[src/sv/sdh_pkg.sv]
// Package of the substring double hash block: sizes, primes, codes, types.
// No dependencies.
`default_nettype none
package sdh_pkg;
    localparam int MAX_LENGTH = 4096;
    localparam int ADDR_W     = $clog2(MAX_LENGTH);
    localparam int LEN_W      = $clog2(MAX_LENGTH + 1);
    localparam int RES_W      = 30;
    localparam int CNT_W      = $clog2(RES_W);

    typedef logic [RES_W-1:0] res_t;

    localparam res_t PRIME_A     = 30'd1000000007;
    localparam res_t PRIME_B     = 30'd1000000009;
    localparam res_t RADIX_A     = 30'd31;
    localparam res_t RADIX_B     = 30'd37;
    localparam res_t RADIX_A_INV = 30'd129032259;
    localparam res_t RADIX_B_INV = 30'd297297300;
    localparam logic [7:0] CHAR_OFFSET = 8'd96;

    localparam logic [1:0] ACT_APPEND  = 2'd0;
    localparam logic [1:0] ACT_QUERY   = 2'd1;
    localparam logic [1:0] ACT_RESTART = 2'd2;

    localparam logic [1:0] STATUS_OK    = 2'd0;
    localparam logic [1:0] STATUS_RANGE = 2'd1;
    localparam logic [1:0] STATUS_FULL  = 2'd2;

    typedef struct packed {
        logic start;
        logic sel_b;
        res_t a;
        res_t b;
    } mul_req_t;

    typedef struct packed {
        logic              we;
        logic [ADDR_W-1:0] addr;
        logic [2*RES_W-1:0] pre;
        logic [2*RES_W-1:0] inv;
    } store_wr_t;

    // x + y mod p for x, y below p
    function automatic res_t add_mod(input res_t x, input res_t y, input res_t p);
        logic [RES_W:0] s;
        s = {1'b0, x} + {1'b0, y};
        if (s >= {1'b0, p})
            s = s - {1'b0, p};
        return s[RES_W-1:0];
    endfunction
endpackage
`default_nettype wire

[src/sv/sdh_modmul.sv]
// Shared bit-serial modular multiplier, one multiplier bit per cycle.
// Depends on sdh_pkg.
`default_nettype none
module sdh_modmul import sdh_pkg::*; (
    input  wire logic     clk,
    input  wire logic     rst_n,
    input  wire mul_req_t req,
    output logic          done,
    output res_t          result
);
    logic             busy_reg;
    logic [CNT_W-1:0] cnt_reg;
    logic             done_reg;
    logic             sel_reg;
    res_t             a_reg, b_reg, acc_reg;
    res_t             p;
    logic [31:0]      dbl, p_w, red;

    always_comb
    begin
        p   = sel_reg ? PRIME_B : PRIME_A;
        p_w = {2'b00, p};
        dbl = {1'b0, acc_reg, 1'b0} + (b_reg[RES_W-1] ? {2'b00, a_reg} : 32'd0);
        if (dbl >= (p_w << 1))
            red = dbl - (p_w << 1);
        else if (dbl >= p_w)
            red = dbl - p_w;
        else
            red = dbl;
    end

    always_ff @(posedge clk or negedge rst_n)
    begin
        if (!rst_n)
        begin
            busy_reg <= 1'b0;
            done_reg <= 1'b0;
            cnt_reg  <= '0;
        end
        else
        begin
            done_reg <= 1'b0;
            if (req.start)
            begin
                busy_reg <= 1'b1;
                cnt_reg  <= CNT_W'(RES_W - 1);
            end
            else if (busy_reg)
            begin
                cnt_reg <= cnt_reg - 1'b1;
                if (cnt_reg == '0)
                begin
                    busy_reg <= 1'b0;
                    done_reg <= 1'b1;
                end
            end
        end
    end

    always_ff @(posedge clk)
    begin
        if (req.start)
        begin
            a_reg   <= req.a;
            b_reg   <= req.b;
            sel_reg <= req.sel_b;
            acc_reg <= '0;
        end
        else if (busy_reg)
        begin
            acc_reg <= red[RES_W-1:0];
            b_reg   <= b_reg << 1;
        end
    end

    assign done   = done_reg;
    assign result = acc_reg;
endmodule
`default_nettype wire

[config.mk]
export PLATFORM = sky130hd
export DESIGN_NAME = sdh_modmul
export DESIGN_NICKNAME = d
export VERILOG_FILES = /design/src/sv/sdh_pkg.sv /design/src/sv/sdh_modmul.sv
export SDC_FILE = /design/constraint.sdc
export NUM_CORES = 1
export LEC_CHECK = 0
export BUFFER_PORTS_ARGS = -buffer_cell sky130_fd_sc_hd__clkbuf_2
export CAP_MARGIN = 20
export CORE_ASPECT_RATIO = 1.1
export CORE_MARGIN = 10
export CORE_UTILIZATION = 35
export CTS_CLUSTER_SIZE = 20
export DETAILED_ROUTE_END_ITERATION = 6
export PLACE_DENSITY_LB_ADDON = 0.1
export SYNTH_ARGS = -nofsm -noshare
export SYNTH_HDL_FRONTEND = slang
export SYNTH_SLANG_ARGS = --single-unit
[constraint.sdc]
create_clock -name clk -period 10.1 [get_ports clk]
set_input_delay 0.505 -clock clk [delete_from_list [all_inputs] [get_ports clk]]
set_output_delay 0.505 -clock clk [all_outputs]
set_load 0.01 [all_outputs]
==> metrics <==
Num CTS Buffers 9; die area 28600 sq um; status completed; Slowest cell on crit path edfxtp_1; critical path type reg2reg; largest net degree at the start of global routing 46; grt ovf 0; share of layout cells above drive strength 1 23.7%; first-pass GRT wire length 37.1 mm; CTS root buffer clkbuf_16; IO buf count 94; maximum VDD drop 0.0922 mV; FF-to-FF setup slack 4.23 ns; Max-Cap Viols 0; final worst path period share 58.2%; Psw 1.07 mW; post-synthesis sequential area ratio 33.6%; hold endpoint a_reg[20]; Detailed Routing Iterations Pass 1 5; Via density 5.54; CTS tree built; Hold Fails Final Rpt 0; Clock Sinks 98; Final TNS setup 0 ns; leading area contributor after synthesis edfxtp_1; Post-synth EDFFs 61; CP Capture Type flop; Final Skew 0.0126 ns; DRC 0; # rows 57; worst hold-check path type in2reg; Slew HR 39.1%; synthesized instance count 824; Worst-Margin Slew 0.913 ns; top cell family by delay on the critical path compound AO/OA/AOI/OAI gates; Post-Route WL 23.2 mm; Synth top area share 23.6%; Finish-stage setup viols 0; Gate power share 58.5%; FF-to-FF path depth 19; postcts setup bufs 0; post-synthesis async set-or-reset flop share 7.14%; CP max stage delay 0.95 ns; crit path DAT 6.13 ns; Die X-Extent 162 um; Longest Clk Path Bufs 2; initial DRC count 373; min Tclk post-route 5.87 ns; maximum clock frequency 170 MHz; top_reg_cell synth edfxtp_1; Min-Delay Startpoint req[50]; most frequent cells in the layout 93 x clkbuf_2, 84 x nand2_1, 68 x nor2_1; ANT nets after route 0; Top-Level Pins 95; Tot GR Track Use 16.1%; Startpoint Class flop; CORE AREA 22000 sq um; Slew Limit Fails 0; die height 176 um; pre-CTS setup slack 4.08 ns; Hold Crit Depth 1; vias in the first global route 6684; synthesized cell area 7760 sq um; crit-path cells nand2_1 -> inv_1 -> ha_1 -> a211oi_2 -> nor2_1 -> xor2_1 -> ha_1 -> a21o_1 -> nor4_1 -> and4_1 -> o21ai_1 -> a211oi_2 -> o311ai_4 -> buf_4 -> nor3_2 -> buf_4 -> a21oi_1 -> a31o_2 -> o31a_1; P_int 1.17 mW; area growth from synthesis to layout 11.7%; Synth Area per Inst 9.42 sq um; Clk pin slew, worst setup/hold paths 0.08 ns; CP startpoint b_reg[29]; initial antenna violation count 0; Critical Path Fanout Max 30; reg2reg end result[17]; Power, Total 2.24 mW; routed vias 6593; Switching Share 47.7%; FF+latch count, synth 98; Antenna diodes 0; Final Wtd Congestion 0.839; r2r startpoint b_reg[29]; DR WL/cell 19.5 um; Synth Warn # 0; share of power burned in registers 25.2%; DP Wirelength 17.6 mm; buffers and inverters on the worst path 3; nets 996; top post-synthesis cells by area edfxtp_1 24%, dfxtp_1 7.7%, ha_1 6.1%; clock power share 16.3%; Netlist cell types 105; Required @ worst endpoint 10.35 ns; synthesized net count 929; RSZ-0062 raised after global routing no; Clk Latency, worst-skew pair 0.37 ns; Starting Density 35.3%; htree depth 3; most common cell after layout, fill and taps aside clkbuf_2; leakage power total 3.45 nW; power per standard cell area 259 nW/um^2; final worst slack 4.23 ns
-- per-stage QoR --
stage / instances / utilization, % / instance area [sq um] / hold slack, ns
3_3_place_gp: 1174 / 38.1 / 8360 / 0.358
3_5_place_dp: 1174 / 38.1 / 8360 / 0.354
5_1_grt: 1191 / 39.5 / 8670 / 0.297
6_report: 1191 / 39.5 / 8670 / 0.311
2_1_floorplan: 824 / - / 7760 / 0.209
4_1_cts: 1191 / 39.5 / 8670 / 0.302
-- cell type report --
class | instances | area, sq um
clock buffer | 9 | 225
clock inverter | 7 | 76.3
fill | 2321 | 13300
inverter | 13 | 48.8
multi-input combinational | 667 | 4810
sequential | 98 | 2610
tap | 295 | 369
timing repair buffer | 102 | 536
-- metal layers --
layer	GRT usage, %	share of wire [%]	vias up
li1	-	-	3243
met1	20.9	46	3176
met2	26.8	47	150
met3	3.24	4.5	24
met4	4.36	1.8	0
met5	0	0	-
-- how the worst max path moves through the flow --
stage / slack [ns] / endpoint / cells past startpoint
after global placement: 4.26 / result[17] / 19
after floorplan: 5.78 / result[8] / 18
after global routing: 3.55 / result[14] / 19
after detailed placement: 4.08 / result[17] / 19
after CTS: 4.06 / result[17] / 19
final: 4.23 / result[17] / 19
-- Yosys cell counts, types with 7 or more instances --
cell type / count
buf_2: 15
edfxtp_1: 61
nor2_1: 68
o211ai_1: 7
o211a_1: 7
nor3_1: 15
o21ai_0: 33
and3_1: 7
mux2_2: 34
inv_1: 13
a21oi_1: 51
ha_1: 38
nand3_1: 22
a21o_1: 14
a211oi_1: 17
a31oi_1: 14
and2_1: 36
clkbuf_1: 16
dfxtp_1: 30
or2_2: 7
dfrtp_1: 7
xnor2_1: 24
nand2_1: 84
nand4_1: 14
xor2_1: 15
-- power groups by stage --
stage                     Clock, mW  Combinational [mW]  Sequential [mW]
after CTS                     0.376                1.31            0.566
after global placement            0                1.32            0.574
after floorplan                   0               0.976            0.571
after global routing          0.391                1.45            0.575
final                         0.365                1.31            0.564
after detailed placement          0                1.30            0.574
-- logic make-up after synthesis --
family | share of synthesized area [%]
AO/OA/AOI/OAI | 25.0
adder cells (fa/ha/maj) | 6.90
multiplexers | 5.72
XOR/XNOR | 4.82
AND/OR/NAND/NOR | 19.5
flip-flops | 33.6
buffers and inverters | 4.46
-- timing repair --
item | CTS | global route
hold buffers | 1 | 0
gates resized for setup | 0 | 0
hold endpoints to repair | 7 | 0
No activity file was read; power rests on OpenSTA's default activity.
